**src/rtl/pdc_pkg.sv**
```systemverilog
// Shared types and constants for the packet deframer with rotate-add checksum.
`default_nettype none

package pdc_pkg;

   // Default payload limit per frame, in bytes
   localparam int MAX_PAYLOAD_DEF = 128;

   // Frame trailer bytes
   localparam logic [7:0] BYTE_CR = 8'h0D;
   localparam logic [7:0] BYTE_LF = 8'h0A;

   // Left shift that completes a right rotate by one bit of a byte
   localparam int ROT_LEFT = 7;

   // Result kinds
   localparam logic KIND_PAYLOAD = 1'b0;
   localparam logic KIND_END     = 1'b1;

   // One result item plus its valid flag
   typedef struct packed {
      logic       valid;
      logic       kind;
      logic [7:0] payload_byte;
      logic [7:0] frame_id;
      logic [7:0] frame_length;
      logic       frame_good;
   } pdc_result_type;

   // Parser position, for checks at the top level
   typedef struct packed {
      logic at_payload;
      logic at_end;
   } pdc_status_type;

endpackage : pdc_pkg

`default_nettype wire

```
**src/rtl/pdc_if.sv**
```systemverilog
// Channel interfaces: received byte stream and result items.
`default_nettype none

interface pdc_req_if;
   logic       valid;
   logic       ready;
   logic [7:0] rx_byte;

   modport source (output valid, output rx_byte, input ready);
   modport sink   (input valid, input rx_byte, output ready);
endinterface : pdc_req_if

interface pdc_rsp_if;
   logic       valid;
   logic       ready;
   logic       kind;
   logic [7:0] payload_byte;
   logic [7:0] frame_id;
   logic [7:0] frame_length;
   logic       frame_good;

   modport source (output valid, output kind, output payload_byte, output frame_id,
                   output frame_length, output frame_good, input ready);
   modport sink   (input valid, input kind, input payload_byte, input frame_id,
                   input frame_length, input frame_good, output ready);
endinterface : pdc_rsp_if

`default_nettype wire

```
**src/rtl/packet_deframer_checksum.sv**
```systemverilog
// Serial packet deframer with rotate-add checksum.
//
// req_ch carries received bytes, one per item. Frames run: head, length, ID,
// payload (length minus one bytes), tail, checksum, CR, LF. rsp_ch gives one
// item per payload byte (kind 0) and one end report per frame (kind 1) with
// ID, length and a good flag covering checksum, CR, LF and the payload limit.
// Payload bytes past MaxPayload are checked but not reported.
//
// A byte accepted into the input register is parsed when the parser steps, and
// its result is loaded into the result register, which drives rsp_ch. Throughput
// is one byte per cycle while the receiver does not stall, set by the single
// parser step between the input register and the result register.
//
// Reset (synchronous, active high) returns the parser to waiting for a head
// byte and empties both registers. When the receiver stalls, the result
// register holds its item; one more byte waits in the input register, then
// req_ch.ready drops. Bytes that give no result pass through during a stall.
`default_nettype none

module packet_deframer_checksum import pdc_pkg::*; #(
   parameter int MaxPayload = MAX_PAYLOAD_DEF
) (
   input wire logic  clock,
   input wire logic  reset,
   pdc_req_if.sink   req_ch,
   pdc_rsp_if.source rsp_ch
);

   logic           held_valid;
   logic [7:0]     held_byte;
   logic           out_free;
   logic           step;
   pdc_result_type result;
   pdc_status_type status;

   // A byte steps the parser unless its result would find the output full
   assign step = held_valid && (out_free || !result.valid);

   pdc_in_stage u_in_stage (
      .clock      (clock),
      .reset      (reset),
      .req_valid  (req_ch.valid),
      .req_ready  (req_ch.ready),
      .req_byte   (req_ch.rx_byte),
      .take       (step),
      .held_valid (held_valid),
      .held_byte  (held_byte)
   );

   pdc_parser #(
      .MaxPayload (MaxPayload)
   ) u_parser (
      .clock   (clock),
      .reset   (reset),
      .step    (step),
      .rx_byte (held_byte),
      .result  (result),
      .status  (status)
   );

   pdc_out_stage u_out_stage (
      .clock  (clock),
      .reset  (reset),
      .load   (step && result.valid),
      .result (result),
      .free   (out_free),
      .rsp_ch (rsp_ch)
   );

   // A parsed LF byte always leaves an end report in the result register
   a_end_report : assert property (@(posedge clock) disable iff (reset)
      step && status.at_end |=> rsp_ch.valid && rsp_ch.kind == KIND_END)
      else $error("LF byte did not produce an end report");

   // A waiting input byte is not lost or altered
   a_in_hold : assert property (@(posedge clock) disable iff (reset)
      held_valid && !step |=> held_valid && $stable(held_byte))
      else $error("input byte dropped while waiting");

   // Payload items never claim a good frame
   a_pay_good : assert property (@(posedge clock) disable iff (reset)
      rsp_ch.valid && rsp_ch.kind == KIND_PAYLOAD |-> !rsp_ch.frame_good)
      else $error("payload item with good flag set");

   // Outside the payload phase only the LF byte yields a result
   a_no_stray : assert property (@(posedge clock) disable iff (reset)
      held_valid && !status.at_payload && !status.at_end |-> !result.valid)
      else $error("result from a header or trailer byte");

endmodule : packet_deframer_checksum

`default_nettype wire

```
**src/rtl/pdc_in_stage.sv**
```systemverilog
// Input register: holds one received byte until the parser takes it.
`default_nettype none

module pdc_in_stage (
   input  wire logic       clock,
   input  wire logic       reset,
   input  wire logic       req_valid,
   output      logic       req_ready,
   input  wire logic [7:0] req_byte,
   input  wire logic       take,
   output      logic       held_valid,
   output      logic [7:0] held_byte
);

   logic       valid_ff, valid_in;
   logic [7:0] byte_ff, byte_in;
   logic       load;

   // Room when empty or when the held item leaves this cycle
   assign req_ready = !valid_ff || take;
   assign load      = req_valid && req_ready;

   always_comb begin
      valid_in = valid_ff;
      byte_in  = byte_ff;
      if (load) begin
         valid_in = 1'b1;
         byte_in  = req_byte;
      end else if (take) begin
         valid_in = 1'b0;
      end
   end

   always_ff @(posedge clock) begin
      if (reset) begin
         valid_ff <= 1'b0;
      end else begin
         valid_ff <= valid_in;
      end
      byte_ff <= byte_in;
   end

   assign held_valid = valid_ff;
   assign held_byte  = byte_ff;

endmodule : pdc_in_stage

`default_nettype wire

```
**src/rtl/pdc_parser.sv**
```systemverilog
// Frame parser: position state machine, running checksum and result forming.
`default_nettype none

module pdc_parser import pdc_pkg::*; #(
   parameter int MaxPayload = MAX_PAYLOAD_DEF
) (
   input  wire logic           clock,
   input  wire logic           reset,
   input  wire logic           step,
   input  wire logic [7:0]     rx_byte,
   output      pdc_result_type result,
   output      pdc_status_type status
);

   localparam logic [7:0] MaxPay8 = 8'(MaxPayload);

   typedef enum logic [7:0] {
      PH_HEAD = 8'b0000_0001,
      PH_LEN  = 8'b0000_0010,
      PH_ID   = 8'b0000_0100,
      PH_PAY  = 8'b0000_1000,
      PH_TAIL = 8'b0001_0000,
      PH_SUM  = 8'b0010_0000,
      PH_CR   = 8'b0100_0000,
      PH_LF   = 8'b1000_0000
   } phase_type;

   phase_type  phase_ff, phase_in;
   logic [7:0] length_ff, length_in;
   logic [7:0] id_ff, id_in;
   logic [7:0] count_ff, count_in;
   logic [7:0] sum_ff, sum_in;
   logic [7:0] rx_sum_ff, rx_sum_in;
   logic       bad_ff, bad_in;

   logic [7:0] expected;
   logic [7:0] rotated;
   logic [7:0] count_inc;

   // Payload bytes the length field promises (zero length acts as one)
   assign expected  = (length_ff == 8'd0) ? 8'd0 : length_ff - 8'd1;
   assign rotated   = (sum_ff >> 1) | (sum_ff << ROT_LEFT);
   assign count_inc = count_ff + 8'd1;

   // Next state and result for the byte at hand
   always_comb begin
      phase_in  = phase_ff;
      length_in = length_ff;
      id_in     = id_ff;
      count_in  = count_ff;
      sum_in    = sum_ff;
      rx_sum_in = rx_sum_ff;
      bad_in    = bad_ff;
      result    = '0;
      result.frame_id     = id_ff;
      result.frame_length = length_ff;

      unique case (phase_ff)
         PH_HEAD: begin
            phase_in = PH_LEN;
         end
         PH_LEN: begin
            length_in = rx_byte;
            phase_in  = PH_ID;
         end
         PH_ID: begin
            id_in    = rx_byte;
            sum_in   = rx_byte;
            count_in = 8'd0;
            bad_in   = 1'b0;
            phase_in = (expected == 8'd0) ? PH_TAIL : PH_PAY;
         end
         PH_PAY: begin
            // bytes past the limit still enter the checksum
            if (count_ff < MaxPay8) begin
               result.valid        = 1'b1;
               result.kind         = KIND_PAYLOAD;
               result.payload_byte = rx_byte;
            end
            sum_in   = rotated + rx_byte;
            count_in = count_inc;
            if (count_inc >= expected) begin
               phase_in = PH_TAIL;
            end
         end
         PH_TAIL: begin
            phase_in = PH_SUM;
         end
         PH_SUM: begin
            rx_sum_in = rx_byte;
            phase_in  = PH_CR;
         end
         PH_CR: begin
            if (rx_byte != BYTE_CR) begin
               bad_in = 1'b1;
            end
            phase_in = PH_LF;
         end
         PH_LF: begin
            result.valid      = 1'b1;
            result.kind       = KIND_END;
            result.frame_good = !bad_ff && (rx_byte == BYTE_LF) &&
                                (rx_sum_ff == sum_ff) && (expected <= MaxPay8);
            phase_in = PH_HEAD;
         end
         default: begin
            phase_in = PH_HEAD;
         end
      endcase
   end

   always_ff @(posedge clock) begin
      if (reset) begin
         phase_ff  <= PH_HEAD;
         length_ff <= 8'd0;
         id_ff     <= 8'd0;
         count_ff  <= 8'd0;
         sum_ff    <= 8'd0;
         rx_sum_ff <= 8'd0;
         bad_ff    <= 1'b0;
      end else if (step) begin
         phase_ff  <= phase_in;
         length_ff <= length_in;
         id_ff     <= id_in;
         count_ff  <= count_in;
         sum_ff    <= sum_in;
         rx_sum_ff <= rx_sum_in;
         bad_ff    <= bad_in;
      end
   end

   assign status.at_payload = (phase_ff == PH_PAY);
   assign status.at_end     = (phase_ff == PH_LF);

endmodule : pdc_parser

`default_nettype wire

```
**src/rtl/pdc_out_stage.sv**
```systemverilog
// Result register: holds one result item until the receiver takes it.
`default_nettype none

module pdc_out_stage import pdc_pkg::*; (
   input  wire logic           clock,
   input  wire logic           reset,
   input  wire logic           load,
   input  wire pdc_result_type result,
   output      logic           free,
   pdc_rsp_if.source           rsp_ch
);

   logic           valid_ff, valid_in;
   pdc_result_type data_ff, data_in;

   // Free when empty or when the held item is taken this cycle
   assign free = !valid_ff || rsp_ch.ready;

   always_comb begin
      valid_in = valid_ff;
      data_in  = data_ff;
      if (load) begin
         valid_in = 1'b1;
         data_in  = result;
      end else if (rsp_ch.ready) begin
         valid_in = 1'b0;
      end
   end

   always_ff @(posedge clock) begin
      if (reset) begin
         valid_ff <= 1'b0;
      end else begin
         valid_ff <= valid_in;
      end
      data_ff <= data_in;
   end

   assign rsp_ch.valid        = valid_ff;
   assign rsp_ch.kind         = data_ff.kind;
   assign rsp_ch.payload_byte = data_ff.payload_byte;
   assign rsp_ch.frame_id     = data_ff.frame_id;
   assign rsp_ch.frame_length = data_ff.frame_length;
   assign rsp_ch.frame_good   = data_ff.frame_good;

endmodule : pdc_out_stage

`default_nettype wire

```
**src/flat_wrapper.sv**
```systemverilog
// flat-port wrapper written by rule: the top's interface ports become plain ports
module packet_deframer_checksum_flat import pdc_pkg::*;
#(
   parameter int MaxPayload = MAX_PAYLOAD_DEF
)
  (clock, reset, req_ch_valid, req_ch_rx_byte, req_ch_ready, rsp_ch_valid, rsp_ch_kind, rsp_ch_payload_byte, rsp_ch_frame_id, rsp_ch_frame_length, rsp_ch_frame_good, rsp_ch_ready);
  pdc_req_if req_ch_i ();
  pdc_rsp_if rsp_ch_i ();
  input wire logic clock;
  input wire logic reset;
  input wire logic [$bits(req_ch_i.valid)-1:0] req_ch_valid;
  input wire logic [$bits(req_ch_i.rx_byte)-1:0] req_ch_rx_byte;
  output wire logic [$bits(req_ch_i.ready)-1:0] req_ch_ready;
  output wire logic [$bits(rsp_ch_i.valid)-1:0] rsp_ch_valid;
  output wire logic [$bits(rsp_ch_i.kind)-1:0] rsp_ch_kind;
  output wire logic [$bits(rsp_ch_i.payload_byte)-1:0] rsp_ch_payload_byte;
  output wire logic [$bits(rsp_ch_i.frame_id)-1:0] rsp_ch_frame_id;
  output wire logic [$bits(rsp_ch_i.frame_length)-1:0] rsp_ch_frame_length;
  output wire logic [$bits(rsp_ch_i.frame_good)-1:0] rsp_ch_frame_good;
  input wire logic [$bits(rsp_ch_i.ready)-1:0] rsp_ch_ready;
  assign req_ch_i.valid = req_ch_valid;
  assign req_ch_i.rx_byte = req_ch_rx_byte;
  assign req_ch_ready = req_ch_i.ready;
  assign rsp_ch_valid = rsp_ch_i.valid;
  assign rsp_ch_kind = rsp_ch_i.kind;
  assign rsp_ch_payload_byte = rsp_ch_i.payload_byte;
  assign rsp_ch_frame_id = rsp_ch_i.frame_id;
  assign rsp_ch_frame_length = rsp_ch_i.frame_length;
  assign rsp_ch_frame_good = rsp_ch_i.frame_good;
  assign rsp_ch_i.ready = rsp_ch_ready;
  packet_deframer_checksum #(.MaxPayload(MaxPayload)) u_core (.clock(clock), .reset(reset), .req_ch(req_ch_i), .rsp_ch(rsp_ch_i));
endmodule
```
**config.mk**
```make
export PLATFORM = sky130hd
export DESIGN_NAME = packet_deframer_checksum_flat
export DESIGN_NICKNAME = d
export VERILOG_FILES = /design/src/rtl/pdc_pkg.sv /design/src/rtl/pdc_if.sv /design/src/rtl/packet_deframer_checksum.sv /design/src/rtl/pdc_in_stage.sv /design/src/rtl/pdc_parser.sv /design/src/rtl/pdc_out_stage.sv /design/src/flat_wrapper.sv
export SDC_FILE = /design/constraint.sdc
export NUM_CORES = 1
export LEC_CHECK = 0
export BUFFER_PORTS_ARGS = -buffer_cell sky130_fd_sc_hd__buf_4
export CAP_MARGIN = 20
export CORE_ASPECT_RATIO = 0.9
export CORE_MARGIN = 3
export CORE_UTILIZATION = 35
export DETAILED_ROUTE_END_ITERATION = 7
export PLACE_DENSITY_LB_ADDON = 0.2
export SKIP_LAST_GASP = 1
export SYNTH_ARGS = -nofsm -noshare
export SYNTH_HDL_FRONTEND = slang
export SYNTH_SLANG_ARGS = --single-unit
```
**constraint.sdc**
```tcl
create_clock -name clock -period 5.8 [get_ports clock]
set_input_delay 1.16 -clock clock [delete_from_list [all_inputs] [get_ports clock]]
set_output_delay 1.16 -clock clock [all_outputs]
set_load 0.005 [all_outputs]
```
Word-level counts from Yosys, hierarchy flattened
Cells that the tools add are included.
- $add $sub $neg: 3
- order comparisons: 3
- equal/unequal tests: 13
- mux-type cells: 14
- bitwise logic cells: 1
- reductions and logical operators: 26
- operator list (operator ; count):
    case mux 8 bit (7 select lines) ; 1
    case mux 8 bit (2 select lines) ; 2
    equality test 8 x 4 -> 1 bit (second input constant) ; 2
    zero test 8 bit ; 2
    two-way mux 8 bit ; 2
    AND reduction 2 bit ; 6
    two-way mux 10 bit ; 1
    adder 8 x 1 -> 8 bit (second input constant) ; 1
    adder 8 bit ; 1
    equality test 8 x 1 -> 1 bit (second input constant) ; 1
    equality test 8 x 2 -> 1 bit (second input constant) ; 1
    equality test 8 x 3 -> 1 bit (second input constant) ; 1
    equality test 8 x 5 -> 1 bit (second input constant) ; 1
    equality test 8 x 6 -> 1 bit (second input constant) ; 1
    equality test 8 x 7 -> 1 bit (second input constant) ; 1
    equality test 8 bit ; 1
    equality test 8 bit (second input constant) ; 1
    >= comparator 8 bit ; 1
    <= comparator 8 bit (second input constant) ; 1
    less-than comparator 8 bit (second input constant) ; 1
    inequality test 8 x 4 -> 1 bit (second input constant) ; 1
    OR 7 x 8 -> 8 bit ; 1
    nonzero test 2 bit ; 4
    subtractor 8 x 1 -> 8 bit (second input constant) ; 1
    9 further kinds ; 24
- register bits after elaboration: 85
- logic and storage cells: 75

Logic depth before layout (Yosys ltp)
Gate-level depths: netlist of the first run.
- depth after elaboration: 9
- depth in mapped cells: 13

By module
A second synthesis of the first run with hierarchy kept.
- cells, all modules: 447
- area, all modules: 4279.1 sq um
- by module, submodules not included (module ; instances ; cells each ; area an instance (sq um)):
    pdc_parser ; 1 ; 401 ; 3138.0
    pdc_out_stage ; 1 ; 30 ; 827.0
    pdc_in_stage ; 1 ; 13 ; 295.3
    packet_deframer_checksum ; 1 ; 3 ; 18.8

Least setup slack after synthesis of the first run
OpenSTA, ideal clock, no wires.
- path type: register to register
- start: register u_core.u_parser.length_ff[0]
- end: register u_core.u_parser.phase_ff[0]
- setup time: 124 ps
- arrival: 2770 ps
- data required time: 5676 ps
- slack: 2907 ps
- stages on the path, launching flop included: 13
- clock period less this slack: 2893 ps
- cells stage by stage: dfxtp_1 > inv_1 > ha_1 > or3b_2 > nor3_1 > mux2i_1 > ha_1 > nand2_1 > o21ai_0 > a2111oi_2 > a21oi_1 > a311o_1 > a21boi_1
- cells in the longest elaborated chain, start to end: 5
- RTL lines (element ; line ; RTL):
    start: declaration ; pdc_parser.sv:29 ; logic [7:0] length_ff, length_in;
    start signal: assignment ; pdc_parser.sv:123 ; length_ff <= length_in;
    subtractor 8 x 1 -> 8 bit or zero test 8 bit (tied branches) ; pdc_parser.sv:41 ; assign expected = (length_ff == 8'd0) ? 8'd0 : length_ff - 8'd1;
    two-way mux 8 bit * ; pdc_parser.sv:41 ;
    >= comparator 8 bit * ; pdc_parser.sv:82 ; if (count_inc >= expected) begin
    inequality test 2 bit (no line) * ; n/a ;
    AND reduction 2 bit (no line) * ; n/a ;
    end signal: assignment ; pdc_parser.sv:122 ; phase_ff <= phase_in;
    end: declaration ; pdc_parser.sv:28 ; phase_type phase_ff, phase_in;
Mark *: on every way between the ends. The rest lies on a longest branch, timed or not.
A chain may end at the register's enable or synchronous reset.

Worst setup path in the final report of the first run
- start: register u_core.u_parser.length_ff[0]
- end: register u_core.u_parser.phase_ff[4]
- cells in the longest elaborated chain, start to end: 5
- RTL lines (element ; line):
    subtractor 8 x 1 -> 8 bit or zero test 8 bit (tied branches) ; pdc_parser.sv:41
    two-way mux 8 bit * ; pdc_parser.sv:41
    >= comparator 8 bit or zero test 8 bit (tied branches) ; pdc_parser.sv:82, pdc_parser.sv:71
    inequality test 2 bit (no line) or two-way mux 5 bit (tied branches) ; n/a
    AND reduction 2 bit (no line) or case mux 8 bit (7 select lines) (tied branches) ; n/a
Marked as above.

==> results of run 1 <==
[cells in the mapped netlist (all sizes together), types with 10 or more instances]
master,number
a21oi,35
and2,10
dfxtp,51
edfxtp,34
ha,16
inv,13
mux2i,15
nand2,54
nand3,11
nor2,41
nor3,13
o21ai,13
xnor2,11
xor2,10
[logic make-up (layout without fill, tap and decap cells)]
group	Yosys count	count (layout)
xor+xnor	21	21
buf+inv	30	73
fa+ha+maj	17	17
compound gates	88	88
simple gates	170	170
flops	85	85
mux	15	15
[state kept, by name, indices dropped and copies added (netlist names), 8 cells and up]
signal                                  flops
u_core.u_out_stage.rsp_ch.payload_byte      8
u_core.u_parser.count_ff                    8
u_core.u_out_stage.rsp_ch.frame_length      8
u_core.u_out_stage.rsp_ch.frame_id          8
u_core.u_in_stage.held_byte                 8
u_core.u_parser.id_ff                       8
u_core.u_parser.length_ff                   8
u_core.u_parser.sum_ff                      8
u_core.u_parser.phase_ff                    8
u_core.u_parser.rx_sum_ff                   8
[final cells by class]
class | count | share of cell area [%]
clock inverters | 7 | 1.65
multi-input cells | 311 | 40.9
clock buffers | 9 | 4.56
flip-flops and latches | 85 | 41.3
repair buffers | 43 | 6.53
well taps | 156 | 3.95
inverters | 14 | 1.06
[layer usage]
metal / part of all wire [%] / routed length, um / vias to the layer above
li1: - / - / 1617
met1: 50 / 4810 / 1505
met2: 43 / 4150 / 79
met3: 5.6 / 544 / 14
met4: 1.7 / 165 / 0
met5: 0 / 0 / -
[how the worst min path moves through the flow]
stage | end | slack (ps) | cells after the start
finish | u_core.u_out_stage.rsp_ch.frame_id[5] | 430 | 0
floorplan | u_core.u_out_stage.rsp_ch.frame_id[0] | 410 | 0
global placement | u_core.u_out_stage.rsp_ch.frame_id[6] | 420 | 0
CTS | u_core.u_out_stage.rsp_ch.frame_id[5] | 430 | 0
detailed placement | u_core.u_out_stage.rsp_ch.frame_id[5] | 420 | 0
global route | u_core.u_out_stage.rsp_ch.frame_id[6] | 450 | 0
[metrics by stage]
stage,power [mW],cells,setup WS [ps],hold slack [ps]
detailed placement,0.702,608,2640,417
global route,1.31,625,2370,450
global placement,0.700,607,2730,417
finish,1.26,625,2640,433
CTS,1.27,624,2630,434
floorplan,0.680,426,2910,408
[report_power, final]
group / leakage, nW / switching, mW / internal [mW]
Sequential: 0.717 / 0.0170 / 0.625
Combinational: 1.07 / 0.0289 / 0.0188
Clock: 0.149 / 0.269 / 0.306
==> impl_metrics.csv, run 1 <==
group,metric,value,unit
run_status,status,"complete, no violations",
place,hpwl,6730,um
setup_path,worst_setup_path_start_kind,"flop",
final_layout,nets,493,
setup_path,path_max_fanout,5,
routing,routed_wl,9670,um
synthesis,synthFlopType,"dfxtp_1",
global_route,grt_max_degree,50,
clock_network,cts_setup_buffers,0,
timing,hold_viol,0,
setup_path,r2r_start,"u_core.u_parser.length_ff[0]",
routing,wl_per_cell,15.5,um
routing,dr_total_vias,3215,
timing,finClkSkew,6.32,ps
die,dieArea,0.0134,mm2
global_route,top_usage_layer,"met2",
synthesis,netlist_instances,426,
timing,fin_setup_tns,0,ps
synthesis,synth_top_family_by_area,"simple AND/OR/NAND/NOR gates",
clock_network,cts_made_buffers,9,
die,fp.dieH,110,um
final_layout,final_core_util,42.5,%
place,io_buffer_count,39,
setup_path,r2r_slack,2640,ps
setup_path,cpPeakStageDelay,510,ps
synthesis,synth-async-reset-ratio,0,%
job,drv_cap,0,
die,fp.dieW,122,um
routing,detail-route-antenna-nets,0,
synthesis,ys_ff_latch,85,
worst_hold_path,min_from,"u_core.u_parser.id_ff[5]",
power,power_density,256,mW/mm2
global_route,met1_usage,21.9,%
die,core-area,0.0116,mm2
global_route,grt_pass1_wl,15700,um
synthesis,synth-seq-area-share,48.3,%
place,placedInstanceArea,0.00463,mm2
timing,fin_crit,3160,ps
global_route,grt_pass1_vias,3020,
clock_network,cts_buffer_depth,2,
place,place_congestion,0.852,
timing,rsz0062_at_grt,"no",
clock_network,cts_sinks,85,
setup_path,cp.required,6030,ps
routing,first_iter_violations,302,
die,fp-row-count,37,
timing,setup_viol_count_final,0,
final_layout,finalInstanceArea,0.00494,mm2
clock_network,post_cts_resized,0,
final_layout,seqCellArea,0.00204,mm2
synthesis,synth_top_area_share,24.2,%
final_layout,area_delta_synth_final,17.0,%
clock_network,clkSlewWorstSetupHoldPaths,70,ps
final_layout,multiInputGateArea,0.00202,mm2
setup_path,arrival,3400,ps
global_route,grt_util_met3,2.91,%
synthesis,synth_cell_type_count,64,
timing,final_max_slew_viol_count,0,
global_route,grt-ovfl-total,0,
synthesis,avgSynthCellArea,9.92,um2
setup_path,endpoint_kind,"flop",
global_route,grt_use_total,15.3,%
clock_network,tritoncts,"done",
synthesis,yosys_warnings,0,
timing,max_freq,0.316,GHz
setup_path,timing.rr.end,"u_core.u_parser.phase_ff[4]",
routing,dr.pass1.iters,5,
setup_path,cp_num_buf_inv,1,
synthesis,synth.area.top_cells,"dfxtp_1 (24%), edfxtp_1 (24%), nand2_1 (4.8%)",
global_route,gr-usage-met2,22.2,%
final_layout,layout_commonest_cell,"nand2_1",
setup_path,cp-endpoint,"u_core.u_parser.phase_ff[4]",
setup_path,crit_cells,13,
final_layout,mostFrequentLayoutCells,"nand2_1 (54), dfxtp_1 (51), buf_4 (42)",
synthesis,synth_compound_area_share,14.2,%
worst_hold_path,holdCritPathClass,"reg2reg",
synthesis,syn_area,0.00422,mm2
setup_path,setup.worst_path.class,"reg2reg",
synthesis,synth_edf_count,34,
die,initial_core_util,36.4,%
routing,drc,0,
setup_path,startpoint,"u_core.u_parser.length_ff[0]",
synthesis,synth-xor-area-share,4.35,%
clock_network,cts_hold_buffers,0,
power,ir_drop,0.129,mV
synthesis,yosys.area_share.simple,20.4,%
final_layout,diodes,0,
power,leakage,1.93,nW
setup_path,cp_slowest_cell,"or3b_2",
die,ioPinCount,40,
final_layout,drive_above_1_share,15.8,%
synthesis,synth_nets,455,
timing,finalCritPeriodShare,54.6,%
setup_path,r2r.worst_path.cells,13,
timing,tightest_slew,785,ps
timing,max-slew-margin-rel,47.5,%
clock_network,h-tree-depth,3,
synthesis,synthAdderAreaFrac,5.21,%
clock_network,cts_root_buf,"clkbuf_16",
clock_network,worstSkewPairLatency,340,ps
global_route,antenna_found_initial,0,
final_layout,fill_cells,1110,
synthesis,yosysTopAreaCell,"dfxtp_1",
setup_path,crit_chain,"inv_1, ha_1, or3b_2, nor2_1, nand2_1, and2_1, ha_1, nor2b_1, o21ai_0, a2111oi_2, a21o_2, nor2_1, o221a_1",
setup_path,critical-path-top-delay-family,"simple AND/OR/NAND/NOR gates",
routing,via_per_inst,5.14,
synthesis,synth_mux_area_share,3.55,%
(Power assumes the default switching activity.)
==> inputs of run 2 (changes only) <==
ABC_AREA = 1   (was unset)
clock period = 2.9 ns   (was 5.8 ns; I/O delays follow)
==> run 2 against run 1 <==
Clock skew shrank 0.63 ps. Maximum frequency grew 21%. Routed wire length shrank 4.3%. Utilization grew 0.62 points. Sequential share of layout area grew 1.6 points. Flip-flop and latch count is the same.
==> impl_metrics.csv, run 2 <==
group,metric,value,unit
synthesis,synth_most_common_cell,"nand2_1",
power,switching_power,0.600,mW
worst_hold_path,min_from,"req_ch_rx_byte[7]",
clock_network,h-tree-depth,3,
place,io_buffer_count,39,
timing,setup_viol_count_final,0,
routing,dr_total_vias,3220,
synthesis,synth_cell_type_count,31,
timing,max_freq,0.384,GHz
synthesis,synth.area.top_cells,"dfxtp_1 (25%), edfxtp_1 (25%), nand2_1 (7.2%)",
timing,tightest_slew,941,ps
place,dp_slack,122,ps
place,hpwl,6950,um
clock_network,cts_hold_buffers,0,
die,ioPinCount,40,
routing,dr.pass1.iters,4,
power,internal_power,1.89,mW
setup_path,setup.worst_path.class,"reg2reg",
synthesis,ys_ff_latch,85,
setup_path,cp_num_buf_inv,2,
timing,final_max_slew_viol_count,0,
synthesis,avgSynthCellArea,8.46,um2
global_route,grt_max_degree,28,
global_route,grt-ovfl-total,0,
setup_path,r2r.worst_path.cells,25,
routing,routed_wl,9250,um
power,finalPower,2.49,mW
setup_path,cp_slowest_cell,"dfxtp_1",
final_layout,finalInstanceArea,0.00476,mm2
power,leakage,2.03,nW
final_layout,layout_commonest_cell,"nand2_1",
worst_hold_path,hold_path_depth,1,
synthesis,synth-seq-area-share,50.7,%
setup_path,worst_setup_path_start_kind,"flop",
place,dp_cells,659,
power,comb_power_share,5.4,%
timing,holdWs,421,ps
synthesis,yosys_warnings,0,
clock_network,cts_made_buffers,9,
final_layout,fill_cells,1121,
synthesis,synth_top_area_share,25.4,%
clock_network,clkSlewWorstSetupHoldPaths,70,ps
synthesis,synth_nets,505,
synthesis,netlist_instances,476,
clock_network,tritoncts,"done",
synthesis,synth-async-reset-ratio,0,%
global_route,antenna_found_initial,0,
power,p_sw_share,24.1,%
setup_path,path_max_fanout,7,
final_layout,mostFrequentLayoutCells,"nand2_1 (76), inv_1 (64), a21oi_1 (55)",
synthesis,synthFlopType,"dfxtp_1",
timing,finClkSkew,5.69,ps
final_layout,final_core_util,43.1,%
timing,fin_ws,295,ps
power,power_density,523,mW/mm2
global_route,grt_pass1_vias,3006,
clock_network,cts_buffer_depth,2,
run_status,status,"complete, no violations",
routing,detail-route-antenna-nets,0,
synthesis,yosysTopAreaCell,"dfxtp_1",
final_layout,nets,547,
place,place_congestion,0.856,
routing,drc,0,
routing,first_iter_violations,220,
setup_path,crit_top_cell,"nand2_1",
clock_network,cts_root_buf,"clkbuf_16",
clock_network,worstSkewPairLatency,330,ps
setup_path,endpoint_kind,"flop",
worst_hold_path,hold_end,"u_core.u_in_stage.held_byte[7]",
final_layout,final_cells,675,
setup_path,critical-path-top-delay-family,"simple AND/OR/NAND/NOR gates",
setup_path,arrival,2800,ps
power,power.clock.fraction,43.3,%
setup_path,r2r_slack,290,ps
timing,fin_crit,2610,ps
die,dieArea,0.0128,mm2
worst_hold_path,holdCritPathClass,"in2reg",
die,initial_core_util,36.5,%
setup_path,cpPeakStageDelay,330,ps
timing,hold_viol,0,
global_route,grt_use_total,14.9,%
setup_path,r2r_start,"u_core.u_parser.length_ff[0]",
die,core-area,0.0110,mm2
timing,max-slew-margin-rel,37.2,%
timing,finalCritPeriodShare,89.8,%
die,fp.dieH,108,um
power,seq_power_share,51.3,%
die,fp-row-count,36,
job,drv_cap,0,
global_route,grt_pass1_wl,15000,um
routing,via_per_inst,4.77,
synthesis,synth_edf_count,34,
clock_network,cts_sinks,85,
synthesis,syn_area,0.00403,mm2
timing,rsz0062_at_grt,"no",
setup_path,timing.rr.end,"u_core.u_parser.phase_ff[0]",
setup_path,cp.required,3090,ps
synthesis,ys_top_cells_by_count,"nand2_1 (77), inv_1 (65), a21oi_1 (55), dfxtp_1 (51), nor2_1 (46)",
timing,fin_setup_tns,0,ps
final_layout,diodes,0,
power,ir_drop,0.367,mV
routing,wl_per_cell,13.7,um
final_layout,drive_above_1_share,14.7,%
die,fp.dieW,119,um
final_layout,area_delta_synth_final,18.2,%
place,placedInstanceArea,0.00447,mm2
## run 2: worst max path at each step
stage | start | slack [ps] | to | cells past startpoint
final | u_core.u_parser.length_ff[0] | 290 | u_core.u_parser.phase_ff[0] | 25
after global routing | u_core.u_parser.length_ff[0] | 20 | u_core.u_parser.phase_ff[3] | 25
after CTS | u_core.u_parser.length_ff[0] | 100 | u_core.u_parser.phase_ff[0] | 25
after detailed placement | u_core.u_parser.length_ff[0] | 120 | u_core.u_parser.phase_ff[0] | 25
after global placement | u_core.u_parser.length_ff[0] | 250 | u_core.u_parser.phase_ff[0] | 25
after floorplan | u_core.u_parser.length_ff[0] | 510 | u_core.u_parser.phase_ff[2] | 25
## run 2: power by group through the flow
stage                     sequential, mW  clock (mW)  combinational, mW
after floorplan                     1.29           0             0.0944
final                               1.28        1.08              0.134
after detailed placement            1.30           0              0.131
after global routing                1.28        1.16              0.153
after global placement              1.30           0              0.129
after CTS                           1.28        1.11              0.132
## run 2: kinds of logic (layout without fill, tap and decap cells)
kind of cell	Yosys count	after routing	share of synthesized area (%)
adders and majority gates	17	17	5.47
xor gates and xnor gates	9	9	1.96
and+or+nand+nor	178	178	19.8
AOI/OAI and AO/OA	110	110	14.3
buffers and inverters	77	124	7.80
DFF	85	85	50.7
## run 2: final cells by class
type                       instances  area [um2]  share of cell area [%]
clock buffer                       9         225                    4.73
sequential                        85        2040                    42.9
timing repair buffer              42         315                    6.62
clock inverter                     7        55.1                    1.16
inverter                          66         248                    5.20
tap                              152         190                    3.99
multi-input combinational        314        1690                    35.4
## run 2: what timing repair did
action	4_1_cts	5_1_grt
buffers inserted	0	0
setup endpoints to repair	0	8
gates resized for setup	0	6
endpoints found under the hold margin	0	0
## run 2: per-layer routing
metal	wire (um)	global-route usage [%]	up-vias
met5	0	0	-
li1	-	-	1678
met2	4170	23.4	83
met3	552	3.63	4
met4	65	4.14	0
met1	4460	20.4	1455
==> inputs of run 3 (changes only) <==
ABC_AREA = unset   (was 1)
CAP_MARGIN = unset   (was 20)
clock period = 2.64 ns   (was 2.9 ns; I/O delays follow)
==> run 3 against run 2 <==
Hold slack got worse by 55 ps. Via count is 4.1% higher. Utilization grew 2.0 points. Clock power up 10%. Largest power group unchanged. The run now ends with negative setup slack left. Sequential share of layout area is 3.9 points lower. Critical path type unchanged. Largest cell class is now multi-input gates. Power is 9.6% higher. Global-route usage is 2.1 points higher.
==> impl_metrics.csv, run 3 (synthesized netlist as in run 1, its figures left out) <==
group,metric,value,unit
global_route,grt_max_degree,49,
clock_network,cts_root_buf,"clkbuf_16",
final_layout,final_core_util,45.1,%
power,power_density,521,mW/mm2
routing,routed_wl,10700,um
global_route,grt-ovfl-total,0,
worst_hold_path,hold_path_depth,1,
routing,detail-route-antenna-nets,0,
routing,via_per_inst,5.09,
place,placedInstanceArea,0.00491,mm2
clock_network,clkSlewWorstSetupHoldPaths,70,ps
final_layout,diodes,0,
place,place_congestion,0.796,
timing,fin_ws,-133,ps
global_route,grt_pass1_wl,17500,um
clock_network,cts_buffer_depth,2,
clock_network,cts_sinks,85,
timing,max-slew-margin-rel,33.6,%
die,core-area,0.0116,mm2
global_route,grt_use_total,17.0,%
setup_path,setup.worst_path.class,"reg2reg",
worst_hold_path,min_from,"req_ch_rx_byte[2]",
global_route,gr-usage-met2,26.7,%
die,initial_core_util,36.4,%
routing,dr_total_vias,3352,
timing,setup_viol_count_final,8,
global_route,grt_pass1_vias,3320,
global_route,met1_usage,23.7,%
final_layout,area_delta_synth_final,24.1,%
final_layout,finalInstanceArea,0.00524,mm2
routing,dr.pass1.iters,4,
timing,max_freq,0.361,GHz
clock_network,cts_setup_buffers,0,
run_status,status,"finished with violations",
setup_path,r2r.worst_path.cells,12,
place,dp_cells,643,
die,fp.dieW,122,um
final_layout,mostFrequentLayoutCells,"buf_4 (76), nand2_1 (54), dfxtp_1 (49)",
clock_network,cts_made_buffers,9,
clock_network,worstSkewPairLatency,340,ps
timing,fin_setup_tns,-516,ps
timing,tightest_slew,991,ps
clock_network,tritoncts,"done",
timing,finClkSkew,12.8,ps
timing,hold_viol,0,
clock_network,h-tree-depth,3,
global_route,top_usage_layer,"met2",
power,leakage,2.08,nW
die,fp.dieH,110,um
job,drv_cap,0,
place,io_buffer_count,39,
die,dieArea,0.0134,mm2
setup_path,endpoint_kind,"flop",
worst_hold_path,holdCritPathClass,"in2reg",
final_layout,drive_above_1_share,23.7,%
setup_path,r2r_start,"u_core.u_parser.length_ff[0]",
power,finalPower,2.73,mW
die,ioPinCount,40,
global_route,antenna_found_initial,0,
routing,first_iter_violations,218,
die,fp-row-count,37,
timing,finalCritPeriodShare,105,%
routing,drc,0,
setup_path,path_max_fanout,5,
setup_path,cp.required,2860,ps
final_layout,layout_commonest_cell,"buf_4",
timing,rsz0062_at_grt,"yes",
power,ir_drop,0.333,mV
global_route,grt_util_met3,3.57,%
timing,fin_crit,2770,ps
timing,holdWs,365,ps
place,hpwl,7660,um
place,dp_slack,-266,ps
setup_path,arrival,3000,ps
clock_network,cts_hold_buffers,0,
run_status,violations,"negative setup slack",
final_layout,final_cells,659,
timing,final_max_slew_viol_count,0,
worst_hold_path,hold_end,"u_core.u_in_stage.held_byte[2]",
setup_path,r2r_slack,-130,ps
routing,wl_per_cell,16.3,um
setup_path,worst_setup_path_start_kind,"flop",
final_layout,nets,527,
setup_path,timing.rr.end,"u_core.u_parser.phase_ff[0]",
run 3: changes by cell type in the layout (fill, tap and decap cells not counted), moves of 15 or more:
cell	before	now
buf_4	42	76
nand2_1	76	54
nand3_1	26	11
inv_1	64	11
mux2i_1	0	15
o21ai_0	44	8
a21oi_1	55	34
run 3: per-layer routing:
layer / vias to the layer above / part of all wire [%]
li1: 1681 / -
met4: 0 / 1.5
met2: 69 / 46
met5: - / 0
met3: 15 / 5.8
met1: 1587 / 47
run 3: repair_timing:
item | CTS | global route
gates resized for setup | 1 | 8
endpoints found under the setup margin | 8 | 8
pin swaps | 9 | 8
run 3: power breakdown:
part	internal (mW)	total [mW]	switching (mW)
Combinational	0.0554	0.141	0.0858
Sequential	1.37	1.39	0.0214
Clock	0.664	1.19	0.529
Total	2.09	2.73	0.636
run 3: how the worst max path moves through the flow:
stage / startpoint / cells after the start / slack (ps) / endpoint
2_1_floorplan: u_core.u_parser.length_ff[0] / 13 / -140 / u_core.u_parser.phase_ff[0]
3_3_place_gp: u_core.u_parser.length_ff[1] / 13 / -210 / u_core.u_parser.phase_ff[0]
3_5_place_dp: u_core.u_parser.length_ff[0] / 13 / -270 / u_core.u_parser.phase_ff[0]
4_1_cts: u_core.u_parser.length_ff[0] / 12 / -230 / u_core.u_parser.phase_ff[0]
5_1_grt: u_core.u_parser.length_ff[1] / 12 / -270 / u_core.u_parser.phase_ff[0]
6_report: u_core.u_parser.length_ff[0] / 12 / -130 / u_core.u_parser.phase_ff[0]
run 3: cell type report:
class / count / area, um2
fillers: 1100 / 6380
multi-input cells: 311 / 2090
flip-flops and latches: 85 / 2040
repair buffers: 77 / 582
clock buffers: 11 / 243
well taps: 156 / 195
inverters: 14 / 52.6
clock inverters: 5 / 36.3
run 3: critical path, cell delays in order, from the launching register on:
cell,delay [ps]
dfxtp_2,330
inv_2,60
ha_4,120
or3b_4,400
nor3_2,140
mux2i_1,230
ha_1,280
nand2_1,110
nor2_2,60
a2111oi_4,370
a21oi_2,110
a311o_1,310
a21boi_1,120
